==> src/rtl/light_sweep_pixel_brighten_defines.svh <==
// ---------------------------------------------------------------------------
// Light sweep brightener assertion macros
// Concurrent checks on clk, disabled while rst is high; empty for synthesis.
// ---------------------------------------------------------------------------
`ifndef LIGHT_SWEEP_PIXEL_BRIGHTEN_DEFINES_SVH
`define LIGHT_SWEEP_PIXEL_BRIGHTEN_DEFINES_SVH

`ifndef SYNTHESIS
// same-cycle implication
`define LSB_ASSERT_IMPL(name, ante, cons) \
  name: assert property (@(posedge clk) disable iff (rst) (ante) |-> (cons)) \
    else $error("light sweep check failed");
// next-cycle implication
`define LSB_ASSERT_NEXT(name, ante, cons) \
  name: assert property (@(posedge clk) disable iff (rst) (ante) |=> (cons)) \
    else $error("light sweep check failed");
`else
`define LSB_ASSERT_IMPL(name, ante, cons)
`define LSB_ASSERT_NEXT(name, ante, cons)
`endif

`endif

==> src/rtl/lsb_pkg.sv <==
`timescale 1ns / 1ps
// ---------------------------------------------------------------------------
// lsb_pkg
// Shared types, register codes and fixed-point constants of the light sweep
// pixel brightener.
// ---------------------------------------------------------------------------
package lsb_pkg;

  localparam int COORD_BITS_DEF = 12;

  localparam int CFG_IDX_W  = 3;
  localparam int CFG_DATA_W = 16;

  typedef enum logic [CFG_IDX_W-1:0] {
    REG_CENTER_X       = 3'd0,
    REG_CENTER_Y       = 3'd1,
    REG_DIR_COS        = 3'd2,
    REG_DIR_SIN        = 3'd3,
    REG_SWEEP_WIDTH    = 3'd4,
    REG_INV_HALF_WIDTH = 3'd5,
    REG_SWEEP_GAIN     = 3'd6,
    REG_EDGE_GAIN      = 3'd7
  } cfg_idx_t;

  localparam int WIDTH_W = 13;
  localparam int SGAIN_W = 10;
  localparam int EGAIN_W = 9;
  localparam int INV5_W  = 19;

  localparam logic [15:0]        CENTER_X_RST       = 16'd15360;
  localparam logic [15:0]        CENTER_Y_RST       = 16'd8640;
  localparam logic signed [15:0] DIR_COS_RST        = 16'sd14189;
  localparam logic signed [15:0] DIR_SIN_RST        = -16'sd8192;
  localparam logic [WIDTH_W-1:0] SWEEP_WIDTH_RST    = 13'd1600;
  localparam logic [15:0]        INV_HALF_WIDTH_RST = 16'd1311;
  localparam logic [INV5_W-1:0]  INV5_RST           = INV5_W'(1311 * 5);
  localparam logic [SGAIN_W-1:0] SWEEP_GAIN_RST     = 10'd128;
  localparam logic [EGAIN_W-1:0] EDGE_GAIN_RST      = 9'd128;

  // distances inside either zone fit these bits (half width < 2^26)
  localparam int ZONE_W     = 26;
  localparam int HALF_SHIFT = 13;
  localparam int EDGE_SHIFT = 14;
  // ramp = (2^34 - d*inv) >> 18, at most 2^16
  localparam int ONE_SHIFT  = 34;
  localparam int RAMP_LSB   = 18;
  localparam int RAMP_W     = 17;
  localparam int GAIN_SHIFT = 8;
  localparam int WC_W       = 19;
  localparam int WE_W       = 18;
  localparam int AMOUNT_W   = 20;
  localparam logic [AMOUNT_W-1:0] AMOUNT_MIN = 20'd655;
  localparam int ADD_W      = 12;

  typedef struct packed {
    logic [15:0]         center_x;
    logic [15:0]         center_y;
    logic signed [15:0]  dir_cos;
    logic signed [15:0]  dir_sin;
    logic [WIDTH_W-1:0]  sweep_width;
    logic [15:0]         inv_half_width;
    logic [INV5_W-1:0]   inv5;
    logic [SGAIN_W-1:0]  sweep_gain;
    logic [EGAIN_W-1:0]  edge_gain;
  } cfg_t;

  typedef struct packed {
    logic [7:0] red;
    logic [7:0] green;
    logic [7:0] blue;
  } rgb_t;

  typedef struct packed {
    logic [ZONE_W-1:0] sweep;
    logic [ZONE_W-1:0] edge_dist;
    logic              in_center;
    logic              in_edge;
    rgb_t              rgb;
  } geo_t;

  typedef struct packed {
    logic [ADD_W-1:0] add;
    rgb_t             rgb;
  } amt_t;

endpackage

==> src/rtl/lsb_pix_out_if.sv <==
`timescale 1ns / 1ps
// ---------------------------------------------------------------------------
// lsb_pix_out_if
// Pixel output channel: brightened RGB bytes with valid/ready.
// ---------------------------------------------------------------------------
interface lsb_pix_out_if;
  logic       valid;
  logic       ready;
  logic [7:0] red_out;
  logic [7:0] green_out;
  logic [7:0] blue_out;

  modport source (output valid, red_out, green_out, blue_out, input ready);
  modport sink   (input valid, red_out, green_out, blue_out, output ready);
endinterface

==> src/rtl/lsb_blend.sv <==
`timescale 1ns / 1ps
// ---------------------------------------------------------------------------
// lsb_blend
// Output register: adds the increment to each channel, saturating at 255.
// ---------------------------------------------------------------------------
module lsb_blend (
  input  logic          clk,
  input  logic          rst,
  input  logic          in_valid,
  output logic          in_ready,
  input  lsb_pkg::amt_t in_data,
  lsb_pix_out_if.source pix_out
);
  import lsb_pkg::*;

  localparam int SUM_W = ADD_W + 1;

  logic             v;
  logic             adv;
  logic [SUM_W-1:0] sum_r, sum_g, sum_b;

  function automatic logic [7:0] sat8(input logic [SUM_W-1:0] s);
    sat8 = (s > SUM_W'(255)) ? 8'hFF : s[7:0];
  endfunction

  assign adv           = !v || pix_out.ready;
  assign in_ready      = adv;
  assign pix_out.valid = v;

  assign sum_r = SUM_W'(in_data.rgb.red)   + SUM_W'(in_data.add);
  assign sum_g = SUM_W'(in_data.rgb.green) + SUM_W'(in_data.add);
  assign sum_b = SUM_W'(in_data.rgb.blue)  + SUM_W'(in_data.add);

  always_ff @(posedge clk) begin
    if (rst) begin
      v <= 1'b0;
    end else if (adv) begin
      v <= in_valid;
    end
  end

  always_ff @(posedge clk) begin
    if (adv) begin
      pix_out.red_out   <= sat8(sum_r);
      pix_out.green_out <= sat8(sum_g);
      pix_out.blue_out  <= sat8(sum_b);
    end
  end
endmodule

==> src/flat_wrapper.sv <==
// flat-port wrapper written by rule: the top's interface ports become plain ports
module lsb_blend_flat import lsb_pkg::*;
  (clk, rst, in_valid, in_ready, in_data, pix_out_valid, pix_out_red_out, pix_out_green_out, pix_out_blue_out, pix_out_ready);
  lsb_pix_out_if pix_out_i ();
  input  logic clk;
  input  logic rst;
  input  logic in_valid;
  output logic in_ready;
  input  lsb_pkg::amt_t in_data;
  output wire logic [$bits(pix_out_i.valid)-1:0] pix_out_valid;
  output wire logic [$bits(pix_out_i.red_out)-1:0] pix_out_red_out;
  output wire logic [$bits(pix_out_i.green_out)-1:0] pix_out_green_out;
  output wire logic [$bits(pix_out_i.blue_out)-1:0] pix_out_blue_out;
  input wire logic [$bits(pix_out_i.ready)-1:0] pix_out_ready;
  assign pix_out_valid = pix_out_i.valid;
  assign pix_out_red_out = pix_out_i.red_out;
  assign pix_out_green_out = pix_out_i.green_out;
  assign pix_out_blue_out = pix_out_i.blue_out;
  assign pix_out_i.ready = pix_out_ready;
  lsb_blend u_core (.clk(clk), .rst(rst), .in_valid(in_valid), .in_ready(in_ready), .in_data(in_data), .pix_out(pix_out_i));
endmodule
==> config.mk <==
export PLATFORM = sky130hd
export DESIGN_NAME = lsb_blend_flat
export DESIGN_NICKNAME = d
export VERILOG_FILES = /design/src/rtl/light_sweep_pixel_brighten_defines.svh /design/src/rtl/lsb_pkg.sv /design/src/rtl/lsb_pix_out_if.sv /design/src/rtl/lsb_blend.sv /design/src/flat_wrapper.sv
export SDC_FILE = /design/constraint.sdc
export NUM_CORES = 1
export LEC_CHECK = 0
export ABC_AREA = 1
export BUFFER_PORTS_ARGS = -buffer_cell sky130_fd_sc_hd__buf_2
export CORE_ASPECT_RATIO = 0.5
export CORE_MARGIN = 8
export CORE_UTILIZATION = 53
export CTS_CLUSTER_DIAMETER = 150
export DETAILED_ROUTE_END_ITERATION = 8
export GPL_ROUTABILITY_DRIVEN = 0
export PLACE_DENSITY = 0.81
export SYNTH_ARGS = -nofsm -noshare
export SYNTH_HDL_FRONTEND = slang
export SYNTH_SLANG_ARGS = --single-unit
==> constraint.sdc <==
create_clock -name clk -period 2.5 [get_ports clk]
set_clock_uncertainty 0.05 [all_clocks]
set_input_delay 0.5 -clock clk [delete_from_list [all_inputs] [get_ports clk]]
set_output_delay 0.5 -clock clk [all_outputs]
set_load 0.01 [all_outputs]
==> results.md, run 1 <==
- Cells after Synth: 316
- Hold WC Path Type: in2reg
- Slew at the pin with the worst max-slew slack: 442 ps
- Wire length per cell: 15.2 microns
- Cell area after layout: 0.00288 sq mm
- Die Wd: 111 microns
- Resized Gates After CTS: 0
- Post-CTS Setup Bufs: 0
- FMAX: 0.437 GHz
- Routed Antenna Nets: 0
- Yosys warnings: 0
- Final Cycle Share: 0.915
- Clock latency on the worst-skew pair: 270 ps
- Final core utilization: 0.656
- Synth top area share: 0.300
- H-tree depth: 1
- Syn_area_per_cell: 7.61 sq um
- # Max-Cap Violations: 0
- Synth top area cells: edfxtp_1 30%, nand2_1 13%, ha_1 12%, inv_1 8.3%, nand3_1 5.8%
- Status: finished clean
- Diode count: 0
- Number of global-route vias before repair: 2336
- Final setup violation count: 0
- Post-synth top area cell: edfxtp_1
- I/O pin cnt: 66
- Placed inst area: 0.00283 sq mm
- DRT iter0 DRCs: 270
- Critical Path RT: 2470 ps
- RSZ-0062 raised after global routing: no
- Clock slew at reported path FFs: 90 ps
- Leakage: 1.41 nW
- Largest net degree at the start of global routing: 16
- Via count: 2414
- Hold Vio Cnt, Final: 0
- Starting Density: 0.549
- Distinct cells, synth: 27
- Register area share after synthesis: 0.308
- Root Buffer: clkbuf_8
- Initial antenna violation count: 0
- CTS tree: built
- Global-route wire length before repair: 11100 microns
- Final HPWL DP: 5710 microns
- Fin. max-slew vios: 0
- Net Count, Synth: 383
- Max IR drop VDD: 0.200 mV
- Worst Path Max Fanout: 8
- Final wirelength: 6790 microns
- Die footprint: 0.00708 sq mm
- GRT overflow: 0
- Layout net count: 457
- PD cells: 418 mW/mm^2
- Total track usage: 0.187
- Drt pass-1 iters: 5
- Endpoint type of the worst setup path: flop
- Port bufs: 65
- CTS Hold Bufs: 0
- CP arrival: 2260 ps
- Relative slew slack: 0.706
- DRC: 0
- Num rows: 17
- Vias per cell: 5.41
- Die Ht: 63.6 microns
- CTS Buf Count: 3
- Core footprint: 0.00438 sq mm
- Class of the most critical setup path: in2reg
- Final Critical Period: 2290 ps
- Critical Path Start Type: primary input
- Area grow syn2layout: 19.6%
- #FFs+latches synth: 25
- Fraction of layout cells with a size suffix above 1: 0.249
- Number of clock sinks: 25
- Max clock buf depth: 2
- Mapped Area: 0.00240 sq mm
[final cells by class]
| cell class | count | area (sq um) |
|---|---|---|
| clock buffer | 3 | 41.3 |
| clock inverter | 1 | 7.51 |
| fill | 370 | 1510 |
| inverter | 55 | 206 |
| multi-input combinational | 235 | 1450 |
| sequential | 25 | 741 |
| tap | 57 | 71.3 |
| timing repair buffer | 70 | 363 |
[cell usage in the layout, fill, tap and decap left out, types with 2 or more instances in the layout]
cell type | Yosys | layout
nand3_2 | 2 | 2
inv_1 | 53 | 53
nand3b_1 | 2 | 2
nand3_1 | 28 | 28
nand4_1 | 20 | 20
a21oi_1 | 16 | 16
buf_2 | 0 | 65
fa_1 | 3 | 3
ha_1 | 24 | 24
o21ai_1 | 3 | 3
nor2_2 | 5 | 5
nor2_1 | 10 | 10
nand2_2 | 9 | 9
xor2_1 | 11 | 11
nor2_4 | 2 | 2
o21ai_0 | 4 | 4
nand2_1 | 84 | 84
xnor2_1 | 6 | 6
buf_4 | 0 | 5
edfxtp_1 | 24 | 24
clkbuf_8 | 0 | 3
inv_2 | 2 | 2
[power by group]
group	leakage, nW	switching [mW]	internal, mW
Sequential	0.197	0.00347	0.475
Clock	0.0217	0.144	0.113
Combinational	1.19	0.294	0.173
[cells in the mapped netlist]
cell and number:
inv_2 2, a21o_1 1, nor2_8 1, nand3_2 2, nand2_1 84, a21oi_2 1
fa_1 3, edfxtp_1 24, a21oi_1 16, nor2_2 5, dfxtp_1 1, o21ai_2 1
buf_6 1, ha_1 24, nand3_1 28, a211oi_1 1, o21ai_1 3, nand2_2 9
nor2_4 2, a31oi_1 1, nand4_1 20, nand3b_1 2, o21ai_0 4, xnor2_1 6
nor2_1 10, inv_1 53, xor2_1 11
[kinds of logic (layout without fill, tap and decap cells)]
group / after synthesis / in the layout / share of synthesized area
fa+ha+maj: 27 / 27 / 0.150
simple gates: 163 / 163 / 0.326
compound gates: 28 / 28 / 0.0640
buf+inv: 56 / 129 / 0.0905
flops: 25 / 25 / 0.308
xor+xnor: 17 / 17 / 0.0619
[critical path, stage by stage]
cell and delay [ps]:
buf_2 110, ha_1 220, inv_1 70, fa_1 410
nand3b_1 180, nand2_1 120, nand2_1 80, nand2_2 100
nand2_1 50, nand2_1 70, nand2_2 80, nor2_8 150
nand3_1 100
[layer usage]
metal | share of wire | wire length [microns] | GRT usage
met2 | 0.43 | 2910 | 0.287
met5 | 0 | 0 | 0
met1 | 0.45 | 3040 | 0.246
met4 | 0.013 | 91 | 0.0478
met3 | 0.11 | 758 | 0.0614
[path summary, 6_finish.rpt]
check,slack (ps),cells after the start,start,endpoint
setup reg to reg,1400,2,u_core.pix_out.valid,u_core.pix_out.red_out[3]
hold / removal,320,2,rst,u_core.pix_out.valid
setup / recovery,210,13,in_data[24],u_core.pix_out.red_out[3]
hold reg to reg,830,3,u_core.pix_out.valid,u_core.pix_out.valid
[through the flow]
| stage | hold WS [ps] | std cells | setup slack [ps] | setup TNS (ps) | power [mW] |
|---|---|---|---|---|---|
| after floorplan | 519 | 316 | 311 | 0 | 0.801 |
| after global placement | 608 | 442 | 37.1 | 0 | 0.926 |
| after detailed placement | 615 | 442 | -53.3 | -304 | 0.945 |
| after CTS | 320 | 446 | 234 | 0 | 1.20 |
| after global routing | 322 | 446 | 53.1 | 0 | 1.27 |
| final | 320 | 446 | 212 | 0 | 1.20 |
[state kept, by name, summed over array words and instances, names as in the netlist]
| signal | count |
|---|---|
| u_core.pix_out.red_out | 8 |
| u_core.pix_out.blue_out | 8 |
| u_core.pix_out.green_out | 8 |
| u_core.pix_out.valid | 1 |
Note: power is estimated with default switching activity, not from simulation.
==> run 2: changes to the inputs <==
--- a/config.mk
+++ b/config.mk
@@ -6,14 +6,15 @@
 export NUM_CORES = 1
 export LEC_CHECK = 0
 export ABC_AREA = 1
-export BUFFER_PORTS_ARGS = -buffer_cell sky130_fd_sc_hd__buf_2
+export BUFFER_PORTS_ARGS = -buffer_cell sky130_fd_sc_hd__clkbuf_2
+export CAP_MARGIN = 10
 export CORE_ASPECT_RATIO = 0.5
 export CORE_MARGIN = 8
-export CORE_UTILIZATION = 53
+export CORE_UTILIZATION = 45
 export CTS_CLUSTER_DIAMETER = 150
 export DETAILED_ROUTE_END_ITERATION = 8
 export GPL_ROUTABILITY_DRIVEN = 0
-export PLACE_DENSITY = 0.81
+export PLACE_DENSITY = 0.7
 export SYNTH_ARGS = -nofsm -noshare
 export SYNTH_HDL_FRONTEND = slang
 export SYNTH_SLANG_ARGS = --single-unit
==> run 2 against run 1 <==
Compared with the run above: critical path depth stayed put; combinational power is 1% lower; die area is 14% higher; register-to-register slack worse by 170 ps; total power is 0.46% higher; largest cell class unchanged; maximum frequency is 1.9% higher; cell count is 3.1% higher; worst setup slack better by 42 ps; clock power is 4% higher; core utilization is 8.2 points lower; via count is 4.8% lower.
==> results.md, run 2 (synthesis gave the netlist of run 1 again) <==
- Worst hold start: rst
- Status: finished clean
- Final Cycle Share: 0.898 (-0.0170)
- FMAX: 0.445 GHz (+1.9%)
- Final HPWL DP: 5480 microns (-4.1%)
- Starting Density: 0.477 (-0.0721)
- Resized Gates After CTS: 0 (unchanged)
- Die footprint: 0.00808 sq mm (+14%)
- Root Buffer: clkbuf_8
- Max IR drop VDD: 0.269 mV (+35%)
- Endpoint type of the worst setup path: flop
- Relative slew slack: 0.700 (-0.00513)
- Delay-heaviest family, CP: simple AND/OR/NAND/NOR gates
- Setup tns final: 0 ps (unchanged)
- Leakage: 1.46 nW (+3.3%)
- Worst Path Buf+Inv: 2 (unchanged)
- Overall power: 1.21 mW (+0.46%)
- CP most frequent cell: nand2_1
- Global-route wire length before repair: 10400 microns (-5.8%)
- Drt pass-1 iters: 4 (-1)
- GRT overflow: 0 (unchanged)
- Critical Path RT: 2470 ps (about the same)
- Worst path depth: 13 (unchanged)
- Worst reg-to-reg setup slack: 1230 ps (-170 ps)
- Max clock buf depth: 2 (unchanged)
- CTS Hold Bufs: 0 (unchanged)
- Fin. max-slew vios: 0 (unchanged)
- H-tree depth: 1 (unchanged)
- Crit Reg-Reg Endpoint: u_core.pix_out.green_out[3]
- Wire length per cell: 14.0 microns (-8.3%)
- Slowest cell delay on critical path: 400 ps (about the same)
- Initial antenna violation count: 0 (unchanged)
- DRT iter0 DRCs: 121 (-55%)
- Worst Path Max Fanout: 8 (unchanged)
- CTS tree: built
- Most frequent cells in the layout: 84 x nand2_1, 65 x clkbuf_2, 53 x inv_1, 28 x nand3_1
- Reg2reg path depth: 2 (unchanged)
- Layout net count: 458 (+0.22%)
- Class of the most critical setup path: in2reg
- Crit Reg-Reg Startpoint: u_core.pix_out.valid
- Area grow syn2layout: 20.6%
- Cell Chain, Critical Path: clkbuf_2 -> ha_1 -> inv_1 -> fa_1 -> nand3b_1 -> nand2_1 -> nand2_1 -> nand2_2 -> nand2_1 -> nand2_1 -> nand2_2 -> nor2_8 -> nand3_1
- Hold Crit Depth: 2 (unchanged)
- Hold path endpoint: u_core.pix_out.valid
- CP arrival: 2210 ps (-50 ps)
- Num rows: 18 (+1)
- Placed cell count: 456 (+3.2%)
- Largest net degree at the start of global routing: 21 (+5)
- Via count: 2297 (-4.8%)
- Routed Antenna Nets: 0 (unchanged)
- Total track usage: 0.159 (-0.0284)
- CTS Buf Count: 3 (unchanged)
- RSZ-0062 raised after global routing: no
- Clock latency on the worst-skew pair: 270 ps (about the same)
- Vias per cell: 4.99 (-7.7%)
- Number of clock sinks: 25 (unchanged)
- Hold WC Path Type: in2reg
- Number of global-route vias before repair: 2210 (-5.4%)
- Commonest non-fill, non-tap cell in the layout: nand2_1
- Port bufs: 65 (unchanged)
- Clock slew at reported path FFs: 90 ps (about the same)
- Slew at the pin with the worst max-slew slack: 449 ps (+7.70 ps)
- Core footprint: 0.00504 sq mm (+15%)
- Final setup violation count: 0 (unchanged)
- Biggest registers after layout: u_core.pix_out.blue_out (8), u_core.pix_out.green_out (8), u_core.pix_out.red_out (8)
- Fraction of layout cells with a size suffix above 1: 0.251 (+0.00192)
- # Max-Cap Violations: 0 (unchanged)
- Die Ht: 67.7 microns (+6.4%)
- Hold Vio Cnt, Final: 0 (unchanged)
- I/O pin cnt: 66 (unchanged)
- Critical Path Start Type: primary input
- Die Wd: 119 microns (+7.3%)
- DRC: 0 (unchanged)
- Final Critical Period: 2250 ps (-42.5 ps)
- PD cells: 416 mW/mm^2 (-0.36%)
- Final wirelength: 6420 microns (-5.4%)
- Diode count: 0 (unchanged)
- CP max-delay cell: fa_1
- Post-CTS Setup Bufs: 0 (unchanged)
- Final non-filler cell total: 460 (+3.1%)
==> run 2: changes by cell type in the layout (fill, tap and decap cells not counted) <==
cell      delta
buf_2       -65
buf_4        +1
clkbuf_2    +65
==> run 2: worst max-delay path by stage <==
stage | endpoint | slack (ps) | start
5_1_grt | u_core.pix_out.red_out[6] | 110 | in_data[24]
2_1_floorplan | u_core.pix_out.red_out[6] | 310 | in_data[16]
3_3_place_gp | u_core.pix_out.red_out[6] | 100 | in_data[24]
6_report | u_core.pix_out.red_out[6] | 250 | in_data[24]
3_5_place_dp | u_core.pix_out.red_out[6] | -2 | in_data[24]
4_1_cts | u_core.pix_out.red_out[6] | 280 | in_data[24]
==> run 2: through the flow <==
step | setup slack (ps) | hold WS (ps) | util | cell area [sq um]
2_1_floorplan | 311 | 519 | - | 2400
3_3_place_gp | 101 | 606 | 0.565 | 2850
3_5_place_dp | -1.90 | 615 | 0.565 | 2850
4_1_cts | 284 | 319 | 0.575 | 2900
5_1_grt | 107 | 321 | 0.575 | 2900
6_report | 254 | 326 | 0.575 | 2900
==> run 2: final cells by class <==
class	count	area [sq um]
tap	70	87.6
timing repair buffer	71	370
sequential	25	741
clock buffer	3	41.3
multi-input combinational	235	1450
fill	504	2140
inverter	55	206
clock inverter	1	7.51
==> run 2: worst register-to-register path, delay by kind of cell (launching register included) <==
family,cells,cell delay [ps]
DFF,1,320
buffers and inverters,1,340
and+or+nand+nor,1,260
==> run 2: metal layers <==
layer,vias up,share of wire,track usage
met2,75,0.40,0.244
met3,4,0.078,0.0399
met1,1008,0.51,0.225
li1,1210,-,-
met5,-,0,0
met4,0,0.0078,0.0247
==> run 2: power breakdown <==
group / internal (mW) / switching (mW) / total, mW / leakage, nW
clock network: 0.113 / 0.155 / 0.268 / 0.0217
logic: 0.174 / 0.287 / 0.461 / 1.24
registers: 0.475 / 0.00359 / 0.478 / 0.197
total: 0.762 / 0.445 / 1.21 / 1.46
==> run 3: changes to the inputs <==
==> constraint.sdc (replaced) <==
create_clock -name clk -period 2.5 [get_ports clk]
set_clock_uncertainty 0.05 [all_clocks]
set_input_delay 0.375 -clock clk [delete_from_list [all_inputs] [get_ports clk]]
set_output_delay 0.375 -clock clk [all_outputs]
set_load 0.01 [all_outputs]
==> run 3 against run 2 <==
Compared with the run above: critical path depth unchanged; maximum frequency is 4.5% higher; critical path type unchanged; register-to-register slack better by 90 ps.
==> results.md, run 3 (synthesis gave the netlist of run 1 again) <==
- Status: finished clean
- Max clock buf depth: 2 (unchanged)
- Placed inst area: 0.00281 sq mm (-1.3%)
- Clock latency on the worst-skew pair: 270 ps (about the same)
- Cell area after layout: 0.00286 sq mm (-1.3%)
- Num rows: 18 (unchanged)
- Worst Path Buf+Inv: 2 (unchanged)
- Starting Density: 0.477 (unchanged)
- Resized Gates After CTS: 0 (unchanged)
- FMAX: 0.465 GHz (+4.5%)
- Delay-heaviest family, CP: simple AND/OR/NAND/NOR gates
- Total track usage: 0.158 (-0.000877)
- Commonest non-fill, non-tap cell in the layout: nand2_1
- Largest net degree at the start of global routing: 26 (+24%)
- Cell Chain, Critical Path: clkbuf_2 -> ha_1 -> inv_1 -> fa_1 -> nand3b_1 -> nand2_1 -> nand2_1 -> nand2_2 -> nand2_1 -> nand2_1 -> nand2_2 -> nor2_8 -> nand3_1
- RSZ-0062 raised after global routing: no
- Sw power: 443 uW (-0.42%)
- Port bufs: 65 (unchanged)
- Layout net count: 453 (-1.1%)
- Critical Path RT: 2470 ps (about the same)
- Clock slew at reported path FFs: 90 ps (about the same)
- Biggest registers after layout: u_core.pix_out.blue_out (8), u_core.pix_out.green_out (8), u_core.pix_out.red_out (8)
- Root Buffer: clkbuf_8
- Leakage: 1.43 nW (-1.7%)
- Slowest cell delay on critical path: 390 ps (about the same)
- CTS Hold Bufs: 0 (unchanged)
- Final Cycle Share: 0.859 (-0.0388)
- Hold Vio Cnt, Final: 0 (unchanged)
- DRT iter0 DRCs: 193 (+60%)
- Wire length per cell: 14.3 microns (+2.2%)
- H-tree depth: 1 (unchanged)
- Setup tns final: 0 ps (unchanged)
- Area grow syn2layout: 19.0%
- Number of global-route vias before repair: 2150 (-2.7%)
- Global-route wire length before repair: 10200 microns (-1.7%)
- Via count: 2293 (-0.17%)
- CP most frequent cell: nand2_1
- Final Critical Period: 2150 ps (-97.0 ps)
- Max IR drop VDD: 0.250 mV (-7.2%)
- Class of the most critical setup path: in2reg
- Fraction of layout cells with a size suffix above 1: 0.242 (-0.00972)
- Core footprint: 0.00504 sq mm (unchanged)
- DRC: 0 (unchanged)
- Initial antenna violation count: 0 (unchanged)
- I/O pin cnt: 66 (unchanged)
- Clock Power Share: 0.223 (about the same)
- Slew at the pin with the worst max-slew slack: 472 ps (+22.6 ps)
- Relative slew slack: 0.685 (-0.0151)
- Final setup violation count: 0 (unchanged)
- PD cells: 418 mW/mm^2 (+0.38%)
- Drt pass-1 iters: 4 (unchanged)
- Final HPWL DP: 5550 microns (+1.3%)
- Vias per cell: 5.04 (+0.92%)
- Most frequent cells in the layout: 84 x nand2_1, 65 x clkbuf_2, 53 x inv_1, 28 x nand3_1
- Die Wd: 119 microns (unchanged)
- Hold WC Path Type: in2reg
- CP arrival: 2120 ps (-90 ps)
- Die footprint: 0.00808 sq mm (unchanged)
- Endpoint type of the worst setup path: flop
- Internal power: 753 uW (-1.2%)
- Fin. max-slew vios: 0 (unchanged)
- Combinational power share: 0.377 (-0.005)
- Diode count: 0 (unchanged)
- Reg power frac: 0.400 (+0.004)
- # Max-Cap Violations: 0 (unchanged)
- Post-CTS Setup Bufs: 0 (unchanged)
- CTS Buf Count: 3 (unchanged)
- Final wirelength: 6500 microns (+1.1%)
- Worst Path Max Fanout: 8 (unchanged)
- Number of clock sinks: 25 (unchanged)
- Die Ht: 67.7 microns (unchanged)
- GRT overflow: 0 (unchanged)
- Routed Antenna Nets: 0 (unchanged)
- Switch share: 0.371 (+0.00187)
- CTS tree: built
- Critical Path Start Type: primary input
- CP max-delay cell: fa_1
run 3: cell count changes in the layout (fill, tap and decap cells not counted):
| cell | previous run | this run |
|---|---|---|
| buf_4 | 6 | 1 |
run 3: per-layer routing:
layer | GRT usage | up-vias | routed length (microns)
met5 | 0 | - | 0
met4 | 0.0370 | 0 | 34
met2 | 0.241 | 75 | 2670
li1 | - | 1195 | -
met1 | 0.224 | 1021 | 3250
met3 | 0.0341 | 2 | 548
run 3: final cells by class:
| class | instances | area (sq um) |
|---|---|---|
| sequential | 25 | 741 |
| fill | 494 | 2180 |
| multi-input combinational | 235 | 1450 |
| inverter | 55 | 206 |
| clock buffer | 3 | 41.3 |
| tap | 70 | 87.6 |
| clock inverter | 1 | 7.51 |
| timing repair buffer | 66 | 333 |
run 3: power by group through the flow:
stage,Sequential (mW),Combinational (mW),Clock (mW)
after global placement,0.488,0.434,0
after detailed placement,0.489,0.445,0
after global routing,0.481,0.502,0.273
after CTS,0.479,0.447,0.263
after floorplan,0.497,0.304,0
final,0.479,0.451,0.267
run 3: per-stage QoR:
stage / total power [mW] / utilization / hold WS [ps] / worst slack (ps) / std cells
floorplan: 0.801 / - / 394 / 436 / 316
global placement: 0.922 / 0.558 / 482 / 132 / 451
detailed placement: 0.934 / 0.558 / 481 / 101 / 451
CTS: 1.19 / 0.567 / 189 / 376 / 455
global route: 1.26 / 0.567 / 197 / 178 / 455
finish: 1.20 / 0.567 / 190 / 352 / 455
run 3: worst paths after layout:
kind / startpoint / end / slack, ps / cells past startpoint
worst max register to register: u_core.pix_out.valid / u_core.pix_out.green_out[3] / 1320 / 2
worst max-delay path: in_data[24] / u_core.pix_out.red_out[5] / 350 / 13
worst min-delay path: rst / u_core.pix_out.valid / 190 / 2
worst min register to register: u_core.pix_out.valid / u_core.pix_out.blue_out[4] / 850 / 2
